### src/first_fit_page_run_allocator_assert.svh
// Assertion macros used by the allocator's controller RTL (ffpra_ctrl).
`ifndef FIRST_FIT_PAGE_RUN_ALLOCATOR_ASSERT_SVH
`define FIRST_FIT_PAGE_RUN_ALLOCATOR_ASSERT_SVH

// Same-cycle implication, checked at every rising edge outside reset.
`define FFPRA_ASSERT_IMPLIES(lbl, clk, rst_n, ante, cons) \
  lbl: assert property (@(posedge clk) disable iff (!rst_n) (ante) |-> (cons)) \
    else $error("allocator assertion failed");

// Next-cycle implication, checked at every rising edge outside reset.
`define FFPRA_ASSERT_NEXT(lbl, clk, rst_n, ante, cons) \
  lbl: assert property (@(posedge clk) disable iff (!rst_n) (ante) |=> (cons)) \
    else $error("allocator assertion failed");

`endif

### src/ffpra_pkg.sv
package ffpra_pkg;

  localparam int TABLE_PAGES = 256;
  localparam int PAGE_SHIFT  = 12;

  localparam int IDX_W = (TABLE_PAGES > 1) ? $clog2(TABLE_PAGES) : 1;
  // Wide enough for a page count up to TABLE_PAGES itself and for a 9-bit count.
  localparam int LEN_W = (IDX_W + 1 > 9) ? IDX_W + 1 : 9;

  localparam int COUNT_W     = 9;
  localparam int ADDR_W      = 32;
  localparam int STATUS_W    = 2;
  localparam int CFG_IDX_W   = 1;
  localparam int CFG_DATA_W  = 32;
  localparam int IN_TDATA_W  = 48;
  localparam int OUT_TDATA_W = 32;

  localparam logic OP_ALLOC = 1'b0;
  localparam logic OP_FREE  = 1'b1;

  localparam logic [STATUS_W-1:0] ST_DONE         = 2'd0;
  localparam logic [STATUS_W-1:0] ST_ALLOC_FAIL   = 2'd1;
  localparam logic [STATUS_W-1:0] ST_FREE_IGNORED = 2'd2;

  localparam logic [CFG_IDX_W-1:0] REG_REGION_BASE  = 1'b0;
  localparam logic [CFG_IDX_W-1:0] REG_PAGES_IN_USE = 1'b1;

  typedef struct packed {
    logic               free;
    logic [COUNT_W-1:0] run_len;
  } page_ent_t;

  localparam int ENT_W = COUNT_W + 1;

  typedef struct packed {
    logic [ADDR_W-1:0]  region_base;
    logic [COUNT_W-1:0] pages_in_use;
  } cfg_t;

  typedef struct packed {
    logic [STATUS_W-1:0] status;
    logic [ADDR_W-1:0]   run_address;
  } result_t;

endpackage

### src/ffpra_ram.sv
module ffpra_ram #(
  parameter int WIDTH = 8,
  parameter int DEPTH = 16
) (
  input  logic                                     clk,
  input  logic                                     we,
  input  logic [((DEPTH > 1) ? $clog2(DEPTH) : 1)-1:0] waddr,
  input  logic [WIDTH-1:0]                         wdata,
  input  logic                                     re,
  input  logic [((DEPTH > 1) ? $clog2(DEPTH) : 1)-1:0] raddr,
  output logic [WIDTH-1:0]                         rdata
);

  logic [WIDTH-1:0] mem [DEPTH];

  always_ff @(posedge clk) begin
    if (we) begin
      mem[waddr] <= wdata;
    end
    if (re) begin
      rdata <= mem[raddr];
    end
  end

endmodule

### src/ffpra_ctrl.sv
`include "first_fit_page_run_allocator_assert.svh"

module ffpra_ctrl (
  input  logic                              clk,
  input  logic                              rst_n,
  input  ffpra_pkg::cfg_t                   cfg,
  input  logic                              in_valid,
  output logic                              in_ready,
  input  logic                              in_op,
  input  logic [ffpra_pkg::COUNT_W-1:0]     in_count,
  input  logic [ffpra_pkg::ADDR_W-1:0]      in_addr,
  output logic                              res_valid,
  input  logic                              res_ready,
  output ffpra_pkg::result_t                res,
  output logic                              mem_we,
  output logic [ffpra_pkg::IDX_W-1:0]       mem_waddr,
  output logic [ffpra_pkg::ENT_W-1:0]       mem_wdata,
  output logic                              mem_re,
  output logic [ffpra_pkg::IDX_W-1:0]       mem_raddr,
  input  logic [ffpra_pkg::ENT_W-1:0]       mem_rdata
);

  import ffpra_pkg::*;

  localparam logic [2:0] S_CLEAR = 3'd0;
  localparam logic [2:0] S_IDLE  = 3'd1;
  localparam logic [2:0] S_SCAN  = 3'd2;
  localparam logic [2:0] S_MARK  = 3'd3;
  localparam logic [2:0] S_FCALC = 3'd4;
  localparam logic [2:0] S_FWAIT = 3'd5;
  localparam logic [2:0] S_FREL  = 3'd6;
  localparam logic [2:0] S_DONE  = 3'd7;

  logic [2:0]         state_r, state_nxt;
  logic [LEN_W-1:0]   ptr_r, ptr_nxt;
  logic               rvld_r, rvld_nxt;
  logic [IDX_W-1:0]   chk_r, chk_nxt;
  logic               op_r, op_nxt;
  logic [COUNT_W-1:0] count_r, count_nxt;
  logic [ADDR_W-1:0]  addr_r, addr_nxt;
  logic [COUNT_W-1:0] seen_r, seen_nxt;
  logic [IDX_W-1:0]   start_r, start_nxt;
  logic [LEN_W-1:0]   n_r, n_nxt;
  result_t            res_r, res_nxt;

  page_ent_t          rd_ent;
  page_ent_t          wr_ent;
  logic [LEN_W-1:0]   used_len;
  logic [ADDR_W-1:0]  offset;
  logic [ADDR_W:0]    idx_full;
  logic               below_base;
  logic               beyond_table;
  logic [COUNT_W-1:0] seen_inc;
  logic [IDX_W-1:0]   start_cur;
  logic               found;
  logic [LEN_W-1:0]   rem_pages;
  logic [LEN_W-1:0]   run_n;
  logic [LEN_W-1:0]   n_eff;
  logic [ADDR_W-1:0]  mark_addr;

  assign rd_ent    = page_ent_t'(mem_rdata);
  assign mem_wdata = wr_ent;
  assign res       = res_r;

  assign used_len = (LEN_W'(cfg.pages_in_use) > LEN_W'(TABLE_PAGES)) ?
                    LEN_W'(TABLE_PAGES) : LEN_W'(cfg.pages_in_use);

  // A free address rounds up to the next page boundary.
  assign below_base   = addr_r < cfg.region_base;
  assign offset       = addr_r - cfg.region_base;
  assign idx_full     = (ADDR_W + 1)'(offset >> PAGE_SHIFT) +
                        (ADDR_W + 1)'(|offset[PAGE_SHIFT-1:0]);
  assign beyond_table = idx_full >= (ADDR_W + 1)'(TABLE_PAGES);

  assign seen_inc  = seen_r + COUNT_W'(1);
  assign start_cur = (seen_r == '0) ? chk_r : start_r;
  assign found     = rvld_r && rd_ent.free && (seen_inc == count_r);

  assign rem_pages = LEN_W'(TABLE_PAGES) - ptr_r;
  assign run_n     = LEN_W'(rd_ent.run_len);
  assign n_eff     = (run_n > rem_pages) ? rem_pages : run_n;

  assign mark_addr = cfg.region_base + (ADDR_W'(start_r) << PAGE_SHIFT);

  always_comb begin
    state_nxt = state_r;
    ptr_nxt   = ptr_r;
    rvld_nxt  = rvld_r;
    chk_nxt   = chk_r;
    op_nxt    = op_r;
    count_nxt = count_r;
    addr_nxt  = addr_r;
    seen_nxt  = seen_r;
    start_nxt = start_r;
    n_nxt     = n_r;
    res_nxt   = res_r;
    mem_we    = 1'b0;
    mem_waddr = ptr_r[IDX_W-1:0];
    wr_ent    = '{free: 1'b1, run_len: '0};
    mem_re    = 1'b0;
    mem_raddr = ptr_r[IDX_W-1:0];
    in_ready  = 1'b0;
    res_valid = 1'b0;
    case (state_r)
      S_CLEAR: begin
        mem_we  = 1'b1;
        ptr_nxt = ptr_r + LEN_W'(1);
        if (ptr_r == LEN_W'(TABLE_PAGES - 1)) begin
          ptr_nxt   = '0;
          state_nxt = S_IDLE;
        end
      end
      S_IDLE: begin
        in_ready = 1'b1;
        if (in_valid) begin
          op_nxt    = in_op;
          count_nxt = in_count;
          addr_nxt  = in_addr;
          ptr_nxt   = '0;
          seen_nxt  = '0;
          rvld_nxt  = 1'b0;
          if (in_op == OP_FREE) begin
            state_nxt = S_FCALC;
          end else if (in_count == '0) begin
            res_nxt   = '{status: ST_ALLOC_FAIL, run_address: '0};
            state_nxt = S_DONE;
          end else begin
            state_nxt = S_SCAN;
          end
        end
      end
      S_SCAN: begin
        // Reads are issued one page ahead of the page being judged.
        if (rvld_r) begin
          seen_nxt = rd_ent.free ? seen_inc : '0;
          if (rd_ent.free) begin
            start_nxt = start_cur;
          end
        end
        if (found) begin
          rvld_nxt  = 1'b0;
          ptr_nxt   = LEN_W'(start_cur);
          n_nxt     = LEN_W'(count_r);
          state_nxt = S_MARK;
        end else if (ptr_r < used_len) begin
          mem_re   = 1'b1;
          chk_nxt  = ptr_r[IDX_W-1:0];
          rvld_nxt = 1'b1;
          ptr_nxt  = ptr_r + LEN_W'(1);
        end else begin
          rvld_nxt = 1'b0;
          if (!rvld_r) begin
            res_nxt   = '{status: ST_ALLOC_FAIL, run_address: '0};
            state_nxt = S_DONE;
          end
        end
      end
      S_MARK: begin
        mem_we  = 1'b1;
        wr_ent  = '{free: 1'b0, run_len: count_r};
        ptr_nxt = ptr_r + LEN_W'(1);
        n_nxt   = n_r - LEN_W'(1);
        if (n_r == LEN_W'(1)) begin
          res_nxt   = '{status: ST_DONE, run_address: mark_addr};
          state_nxt = S_DONE;
        end
      end
      S_FCALC: begin
        if (below_base || beyond_table) begin
          res_nxt   = '{status: ST_FREE_IGNORED, run_address: '0};
          state_nxt = S_DONE;
        end else begin
          mem_re    = 1'b1;
          mem_raddr = idx_full[IDX_W-1:0];
          ptr_nxt   = LEN_W'(idx_full);
          state_nxt = S_FWAIT;
        end
      end
      S_FWAIT: begin
        if (n_eff == '0) begin
          res_nxt   = '{status: ST_DONE, run_address: '0};
          state_nxt = S_DONE;
        end else begin
          n_nxt     = n_eff;
          state_nxt = S_FREL;
        end
      end
      S_FREL: begin
        mem_we  = 1'b1;
        ptr_nxt = ptr_r + LEN_W'(1);
        n_nxt   = n_r - LEN_W'(1);
        if (n_r == LEN_W'(1)) begin
          res_nxt   = '{status: ST_DONE, run_address: '0};
          state_nxt = S_DONE;
        end
      end
      S_DONE: begin
        res_valid = 1'b1;
        if (res_ready) begin
          state_nxt = S_IDLE;
        end
      end
      default: begin
        state_nxt = S_IDLE;
      end
    endcase
  end

  always_ff @(posedge clk) begin
    if (!rst_n) begin
      state_r <= S_CLEAR;
      ptr_r   <= '0;
      rvld_r  <= 1'b0;
    end else begin
      state_r <= state_nxt;
      ptr_r   <= ptr_nxt;
      rvld_r  <= rvld_nxt;
    end
  end

  always_ff @(posedge clk) begin
    chk_r   <= chk_nxt;
    op_r    <= op_nxt;
    count_r <= count_nxt;
    addr_r  <= addr_nxt;
    seen_r  <= seen_nxt;
    start_r <= start_nxt;
    n_r     <= n_nxt;
    res_r   <= res_nxt;
  end

  `FFPRA_ASSERT_IMPLIES(a_mark_takes_page, clk, rst_n, state_r == S_MARK, mem_we && !wr_ent.free)
  `FFPRA_ASSERT_IMPLIES(a_no_read_during_write, clk, rst_n, mem_we, !mem_re)
  `FFPRA_ASSERT_IMPLIES(a_free_gives_no_address, clk, rst_n, res_valid && op_r == OP_FREE, res_r.run_address == '0)
  `FFPRA_ASSERT_NEXT(a_accept_leaves_idle, clk, rst_n, in_valid && in_ready, state_r != S_IDLE)

endmodule

### src/first_fit_page_run_allocator.sv
// First-fit page run allocator. The page table lives in a single-port-per-direction
// RAM, one entry per page holding a free flag and a run length. After reset the
// block clears the table and accepts no beat until it is done; configuration
// writes are taken at any time but belong in idle periods. Items are handled one
// at a time and every page access goes through the RAM one entry a cycle. An
// allocate scans at most pages_in_use pages, capped at TABLE_PAGES, for a fit and
// then marks the pages of the run; a zero-count allocate fails without a scan. A
// free releases the stored run length clipped at the table end, or is ignored
// when its address lies outside the table. Results wait in an output register,
// so the next beat is accepted while a result is still held.
module first_fit_page_run_allocator (
  input  logic                                clk,
  input  logic                                rst_n,
  input  logic                                in_tvalid,
  output logic                                in_tready,
  // Fields from bit 0: page_count[8:0], address[40:9], zero fill [47:41].
  input  logic [ffpra_pkg::IN_TDATA_W-1:0]    in_tdata,
  // Fields from bit 0: op.
  input  logic [0:0]                          in_tuser,
  output logic                                out_tvalid,
  input  logic                                out_tready,
  // Fields from bit 0: run_address[31:0].
  output logic [ffpra_pkg::OUT_TDATA_W-1:0]   out_tdata,
  // Fields from bit 0: status[1:0].
  output logic [ffpra_pkg::STATUS_W-1:0]      out_tuser,
  input  logic                                cfg_we,
  input  logic [ffpra_pkg::CFG_IDX_W-1:0]     cfg_index,
  input  logic [ffpra_pkg::CFG_DATA_W-1:0]    cfg_wdata
);

  import ffpra_pkg::*;

  cfg_t                cfg_r;
  logic                res_valid;
  logic                res_ready;
  result_t             res;
  logic                out_vld_r;
  result_t             out_res_r;
  logic                mem_we;
  logic [IDX_W-1:0]    mem_waddr;
  logic [ENT_W-1:0]    mem_wdata;
  logic                mem_re;
  logic [IDX_W-1:0]    mem_raddr;
  logic [ENT_W-1:0]    mem_rdata;

  always_ff @(posedge clk) begin
    if (!rst_n) begin
      cfg_r.region_base  <= '0;
      cfg_r.pages_in_use <= COUNT_W'(256);
    end else if (cfg_we) begin
      case (cfg_index)
        REG_REGION_BASE:  cfg_r.region_base  <= cfg_wdata;
        REG_PAGES_IN_USE: cfg_r.pages_in_use <= cfg_wdata[COUNT_W-1:0];
        default: begin
        end
      endcase
    end
  end

  ffpra_ctrl u_ctrl (
    .clk       (clk),
    .rst_n     (rst_n),
    .cfg       (cfg_r),
    .in_valid  (in_tvalid),
    .in_ready  (in_tready),
    .in_op     (in_tuser[0]),
    .in_count  (in_tdata[COUNT_W-1:0]),
    .in_addr   (in_tdata[COUNT_W+ADDR_W-1:COUNT_W]),
    .res_valid (res_valid),
    .res_ready (res_ready),
    .res       (res),
    .mem_we    (mem_we),
    .mem_waddr (mem_waddr),
    .mem_wdata (mem_wdata),
    .mem_re    (mem_re),
    .mem_raddr (mem_raddr),
    .mem_rdata (mem_rdata)
  );

  ffpra_ram #(
    .WIDTH (ENT_W),
    .DEPTH (TABLE_PAGES)
  ) u_page_table (
    .clk   (clk),
    .we    (mem_we),
    .waddr (mem_waddr),
    .wdata (mem_wdata),
    .re    (mem_re),
    .raddr (mem_raddr),
    .rdata (mem_rdata)
  );

  // The output register takes a new result whenever it is empty or being drained.
  assign res_ready = !out_vld_r || out_tready;

  always_ff @(posedge clk) begin
    if (!rst_n) begin
      out_vld_r <= 1'b0;
    end else if (res_ready) begin
      out_vld_r <= res_valid;
    end
  end

  always_ff @(posedge clk) begin
    if (res_ready && res_valid) begin
      out_res_r <= res;
    end
  end

  assign out_tvalid = out_vld_r;
  assign out_tdata  = out_res_r.run_address;
  assign out_tuser  = out_res_r.status;

endmodule
### config.mk
export PLATFORM = sky130hd
export DESIGN_NAME = first_fit_page_run_allocator
export DESIGN_NICKNAME = d
export VERILOG_FILES = /design/src/ffpra_pkg.sv /design/src/ffpra_ram.sv /design/src/ffpra_ctrl.sv /design/src/first_fit_page_run_allocator.sv
export VERILOG_INCLUDE_DIRS = /design/src /design/src/src
export SDC_FILE = /design/constraint.sdc
export NUM_CORES = 2
export LEC_CHECK = 0
export ABC_AREA = 1
export BUFFER_PORTS_ARGS = -buffer_cell sky130_fd_sc_hd__buf_2
export CORE_MARGIN = 2
export CORE_UTILIZATION = 50
export CTS_CLUSTER_SIZE = 25
export DETAILED_ROUTE_END_ITERATION = 8
export PLACE_DENSITY_LB_ADDON = 0.1
export SLEW_MARGIN = 20
export SYNTH_ARGS = -nofsm -noshare
export SYNTH_HDL_FRONTEND = slang
export SYNTH_SLANG_ARGS = --single-unit
### constraint.sdc
create_clock -name clk -period 8.5 [get_ports clk]
set_input_delay 0.425 -clock clk [delete_from_list [all_inputs] [get_ports clk]]
set_output_delay 0.425 -clock clk [all_outputs]
set_load 0.01 [all_outputs]
Word-level counts from Yosys, hierarchy flattened
Memories as Yosys holds them, arrays and structs flattened. A register that Yosys moved wholly into a read port is not among the register bits.
Index checks and enable logic that the tools add are counted.
{"block": "totals", "reg_bits": 198, "mem_bits_rw": 2560, "inputBits": 87, "out_inout_bits": 36, "elab_cells": 141, "mem_count": 1}
{"block": "op_classes", "addsub": 7, "magnitude_cmp": 5, "eq_ne": 30, "muxes": 52, "n_bitwise": 2, "n_reduce_logical": 28}
{"memory": "u_page_table.mem", "depth": 256, "width": 10, "rd": 1, "rd_clocked_by_memory_dff": 1, "write_ports": 1, "line_no": "ffpra_ram.sv:14", "text": "logic [WIDTH-1:0] mem [DEPTH];"}
{"cell": "two-way mux 34 bit", "count": 10}
{"cell": "case mux 34 bit (6 select lines)", "count": 1}
{"cell": "two-way mux 9 bit", "count": 11}
{"cell": "case mux 9 bit (5 select lines)", "count": 1}
{"cell": ">= comparator 33 x 9 -> 1 bit, second input constant", "count": 1}
{"cell": "adder 32 x 20 -> 32 bit", "count": 1}
{"cell": "less-than comparator 32 bit", "count": 1}
{"cell": "subtractor 32 bit", "count": 1}
{"cell": "logical NOT 9 bit", "count": 3}
{"cell": "two-way mux 3 bit", "count": 9}
{"cell": "case mux 9 bit (3 select lines)", "count": 1}
{"cell": "two-way mux 8 bit", "count": 3}
{"cell": "adder 20 x 1 -> 21 bit", "count": 1}
{"cell": "case mux 3 bit (7 select lines)", "count": 1}
{"cell": "adder 9 x 1 -> 9 bit, second input constant", "count": 2}
{"cell": "!= test 2 x 1 -> 1 bit, second input constant", "count": 9}
{"cell": "case mux 9 bit (2 select lines)", "count": 1}
{"cell": "!= test 2 bit, second input constant", "count": 8}
{"cell": "== test 3 bit, second input constant", "count": 4}
{"cell": "AND reduction 3 bit", "count": 4}
{"cell": "OR reduction 12 bit", "count": 1}
{"cell": "AND reduction 11 bit", "count": 1}
{"cell": "two-way mux 1 bit", "count": 10}
{"cell": "two-way mux 10 bit", "count": 1}
{"cell": "other kinds (29)", "count": 38}

Longest topological paths before layout
{"block": "logic_depth", "word_depth": 7, "mapped_depth": 42}

Modules after synthesis
A second synthesis with hierarchy kept.
{"block": "unflattened", "cells_unflattened": 10393, "area_unflattened_um2": 116764.5}
{"mod": "ffpra_ram", "instances": 1, "cells_each": 8656, "area_each_um2": 103818.3, "seq_area_each_um2": 77174.0}
{"mod": "ffpra_ctrl", "instances": 1, "cells_each": 1450, "area_each_um2": 10206.0, "seq_area_each_um2": 3533.4}
{"mod": "first_fit_page_run_allocator", "instances": 1, "cells_each": 287, "area_each_um2": 2740.1, "seq_area_each_um2": 1861.8}

Least setup slack after synthesis
Ideal clock, no wire load.
{"block": "synth_timing", "path_type": "flip-flop to flip-flop", "start": "register u_ctrl.state_r[1]", "end": "memory u_page_table.mem[0][0] (netlist bit) (data pin)", "setup_time_ns": 1.393, "t_arrival_ns": 6.840, "slack_ns": 0.267, "stages_incl_launch_ff": 6, "n_path_buf": 1, "synth_period_minus_slack_ns": 8.233, "path_cell_list": "dfxtp_1 nand2_1 nor2_1 inv_1 clkbuf_1 nor2_1"}
{"block": "synth_between", "elab_chain_cells": 2}
{"item": "start: declaration", "line_no": "ffpra_ctrl.sv:34", "text": "logic [2:0] state_r, state_nxt;"}
{"item": "start signal: assignment", "line_no": "ffpra_ctrl.sv:215", "text": "state_r <= state_nxt;"}
{"item": "== test 3 x 2 -> 1 bit", "line_no": "ffpra_ctrl.sv:104", "text": "case (state_r)"}
{"item": "two-way mux 10 bit", "line_no": "ffpra_ctrl.sv:104"}
{"item": "via mem_wdata[0]", "line_no": "first_fit_page_run_allocator.sv:41", "text": "logic [ENT_W-1:0] mem_wdata;"}
{"item": "end: declaration", "line_no": "ffpra_ram.sv:14"}
The timed path passes the listed nets, and every way through them passes these cells.

Worst setup path after layout
{"block": "layout_timing", "start": "register u_ctrl.addr_r[0]", "end": "register u_page_table.rdata[4] (read register of u_page_table.mem) (data pin)"}
{"block": "layout_between", "elab_chain_cells": 7}
{"item": "start: declaration", "line_no": "ffpra_ctrl.sv:40", "text": "logic [ADDR_W-1:0] addr_r, addr_nxt;"}
{"item": "start signal: assignment", "line_no": "ffpra_ctrl.sv:225", "text": "addr_r <= addr_nxt;"}
{"item": "subtractor 32 bit", "line_no": "ffpra_ctrl.sv:70", "text": "assign offset = addr_r - cfg.region_base;"}
{"item": "OR reduction 12 bit", "line_no": "ffpra_ctrl.sv:72", "text": "(ADDR_W + 1)'(|offset[PAGE_SHIFT-1:0]);"}
{"item": "adder 20 x 1 -> 21 bit", "line_no": "ffpra_ctrl.sv:71", "text": "assign idx_full = (ADDR_W + 1)'(offset >> PAGE_SHIFT) +"}
{"item": ">= comparator 33 x 9 -> 1 bit", "line_no": "ffpra_ctrl.sv:73", "text": "assign beyond_table = idx_full >= (ADDR_W + 1)'(TABLE_PAGES);"}
{"item": "logical OR 1 bit", "line_no": "ffpra_ctrl.sv:169", "text": "if (below_base || beyond_table) begin"}
{"item": "two-way mux 1 bit / two-way mux 8 bit (equally long branches)", "line_no": "ffpra_ctrl.sv:169"}
{"item": "case mux 1 bit (2 select lines) / two-way mux 8 bit (equally long branches)", "line_no": "ffpra_ctrl.sv:104"}
{"item": "end: declaration", "line_no": "ffpra_ram.sv:11", "text": "output logic [WIDTH-1:0] rdata"}
Several ways; a longest one is shown, not always the timed one.
A chain may end at the register's enable or synchronous reset.

==> results list <==
- The number of slew-limit violations in the final report is 0.
- After floorplanning, the core was sized to cover 246000 sq um.
- Share of synthesized area occupied by flip-flops and latches: 66.6%
* Time the worst path needs with I/O delays and setup: 7720 ps
- Wirelength per Cell: 24.0 microns
* Initial cell density of the core: 50.3%
- Pwr Density: 278 nW/um^2
* Num CTS Buffers: 308
* Non-filler instance count after layout: 15.1k
* EDFF count, synth: 2713
* Wire length of the first global-routing pass: 534 mm
- Remaining antenna violation count after routing: 0
* Final Wtd Congestion: 0.912
- Crit path DAT: 8530 ps
* Clock transition at the registers of the reported paths: 60 ps
- Via density: 5.62
- Clock skew on the completed layout was measured at 52.4 ps.
- Number of antenna violations at the first check in global routing: 15
* Maximum number of buffers from clock root to sink: 4
* Cell with the largest stage delay on the worst path: inv_8
- Sequential Power Share: 39.5%
- Combinational cells account for 26.7% of the total power.
- Net switching is 33.6% of the power.
- Status: finished, final reports clean
- Seq cells post-synth: 2768
- DPL Wire Length: 212 mm
- The number of cells on the worst reg-to-reg path is 39.
- Leak: 53.6 nW
- Vertical die dimension: 502 microns
- Static timing analysis puts the maximum clock frequency at 130 MHz.
- Post-synth top area cell: edfxtp_1
* # placed instances: 14.5k
- Clock latency on the worst-skew pair: 960 ps
- Layout overhead on the synthesized area: 11.4%
- Worst stage delay on the critical path: 480 ps
- Cell mode on critical path: nand2_1
* I/O pin count: 123
* Worst hold path depth: 4
* Final routed DRC violation total: 0
- For flop-to-flop paths, the worst setup slack is 780 ps.
- CTS HTree Levels: 5
* Net switching power of the design: 12.9 mW
- The number of hold violations in the final report was 0.
* Number of clock sinks: 2768
- Internal portion of total power: 25.5 mW
* Max-capacitance violation count: 0
- Grt total ovfl: 0
* Clk Tree Root Cell: clkbuf_16
* Peak supply drop: 0.264 mV
- The mapped netlist covers 124000 sq um.
- STA classifies the critical path startpoint as a flip-flop.
- The cell count after synthesis came out at 11.5k.
- Most used flip-flop cell after synthesis: edfxtp_1
* Die width: 502 microns
- Most frequent cells after synthesis: nand2_1, edfxtp_1, nand3_1, inv_1, nand3b_1
- Of the total power, the clock network draws 33.8%.
- Synthesized netlist net count: 11.7k
- Cell variety after synth: 54
- Area share of the largest cell type after synthesis: 65.7%
* Drt initial violations: 9507
- Post-synth ARST share: 0%
* Maximum number of pins on one net before global-route repair: 187
* Share of final-layout standard cells stronger than drive strength 1: 7.85%
* Final setup violation count: 0
- Setup repair after global routing left no endpoint under its margin.
* Required time at the worst-slack endpoint: 9310 ps
* Port Buf Inserts: 115
* GRT Resource Usage Total: 28.5%
* Warnings, synthesis: 0
- Period utilization: 90.8%
- Along the worst path, the maximum fanout reaches 46.
- Area taken by multi-input logic gates: 33000 sq um
- In this run the worst hold path is classified as in -> reg.
- Relative slew margins: 18.5%
- Leading cell types by total area after synthesis: edfxtp_1, nand2_1, nand3_1, inv_1, nand3b_1
* Overall die area: 252000 sq um
* Critical Path Sink Type: flip-flop
- Summing over every cut layer, the via total after detailed routing is 85.0k.
- A synthesized cell averages 10.7 sq um.
- Sequential cell area in the final layout: 82600 sq um
- TritonCTS built the clock tree.
* Resized Gates After CTS: 0
- For this run, the detailed router's first-pass iteration total came to 8.
* Net total in the final layout: 11.7k
- Routed wire length: 363 mm
- Filler Cell Count: 21.0k
* Standard-cell rows: 182
- Crit path kind: reg -> reg
* Least-Margin Pin Slew: 1220 ps
* Via count of the first global-routing pass: 80.6k
* Final-layout setup total negative slack: 0 ps
- Cell with the most instances after synthesis: nand2_1
-- power groups by stage --
stage / clock network (mW) / logic, mW / registers, mW
finish: 13.0 / 10.2 / 15.1
global route: 13.6 / 11.1 / 15.2
CTS: 13.2 / 10.1 / 15.1
detailed placement: 0 / 10.1 / 15.4
global placement: 0 / 10.0 / 15.4
floorplan: 0 / 6.56 / 15.4
-- per-stage QoR --
| stage | area, sq um | worst slack, ps | total power [mW] | hold slack [ps] | utilization (%) |
|---|---|---|---|---|---|
| after floorplan | 124000 | 267 | 22.0 | 400 | - |
| after global placement | 128000 | 874 | 25.5 | 404 | 51.9 |
| after detailed placement | 128000 | 852 | 25.5 | 405 | 51.9 |
| after CTS | 138000 | 849 | 38.4 | 26.7 | 56.1 |
| after global routing | 138000 | 66.5 | 39.9 | 113 | 56.1 |
| final | 138000 | 778 | 38.4 | 72.9 | 56.1 |
-- flip-flops by register name, indices dropped and copies added, names as in the netlist --
name and flops:
u_ctrl.addr_r 32, u_ctrl.chk_r 8, u_page_table.rdata 10, u_ctrl.count_r 9, u_ctrl.rvld_r 1, u_ctrl.start_r 8, u_ctrl.n_r 9, u_page_table.mem 2560
u_ctrl.seen_r 9, out_tvalid 1, u_ctrl.state_r 3, u_ctrl.res 34, out_tuser 2, cfg_r 41, out_tdata 32, u_ctrl.ptr_r 9
-- cells in the final DEF (no fill, tap or decap), types with 55 or more instances in the layout --
cell type	instances
nand3b_1	635
buf_2	115
o21ai_0	265
dfxtp_1	55
o211ai_1	69
o211ai_2	76
nand3_1	1997
a21oi_1	103
clkinv_1	71
buf_12	58
edfxtp_1	2713
buf_4	139
dlygate4sd3_1	76
nor2_1	356
nand2_1	2859
ha_1	69
inv_1	1373
clkbuf_1	61
clkbuf_16	313
-- layout make-up --
type,count,share of cell area (%)
clock buffer,380,5.89
timing repair buffer,388,2.56
multi-input combinational,6695,23.9
sequential,2768,59.7
antenna,8,0.0145
clock inverter,155,1.09
tap,3312,3.00
inverter,1414,3.87
-- worst paths after layout --
kind,from,end
worst max-delay path,u_ctrl.addr_r[0]$_DFFE_PP_,u_page_table.rdata[4]$_DFFE_PP_
worst min-delay path,cfg_we,cfg_r[5]$_SDFFE_PN0P_
worst max register to register,u_ctrl.addr_r[0]$_DFFE_PP_,u_page_table.rdata[4]$_DFFE_PP_
worst min register to register,u_ctrl.res[28]$_DFFE_PP_,out_tdata[28]$_DFFE_PP_
-- cell families (layout without fill, tap and decap cells) --
family,Yosys count,after routing,synth area share [%]
compound gates,585,585,3.04
xor+xnor,31,31,0.219
fa+ha+maj,71,71,0.728
buf+inv,2086,2337,7.03
flops,2768,2768,66.6
mux,7,7,0.0635
other cells,0,8,0
simple gates,6001,6001,22.4
-- per-layer routing --
metal	track usage, %	share of wire [%]
met2	45.6	47
met1	39.1	41
met4	10.1	3.7
met3	5.00	8.1
met5	0.386	0.057
-- critical path, delay by kind of cell, from the launching register on --
family          cells  cell delay, ps
simple gates       26            4050
buf+inv             6            1230
fa+ha+maj           4            1100
compound gates      2             520
flops               1             360
xor+xnor            1             150
-- timing repair --
action | CTS | global route
hold buffers | 76 | 0
buffers inserted | 0 | 0
hold endpoints to repair | 85 | 0
No activity file was read; power rests on OpenSTA's default activity.
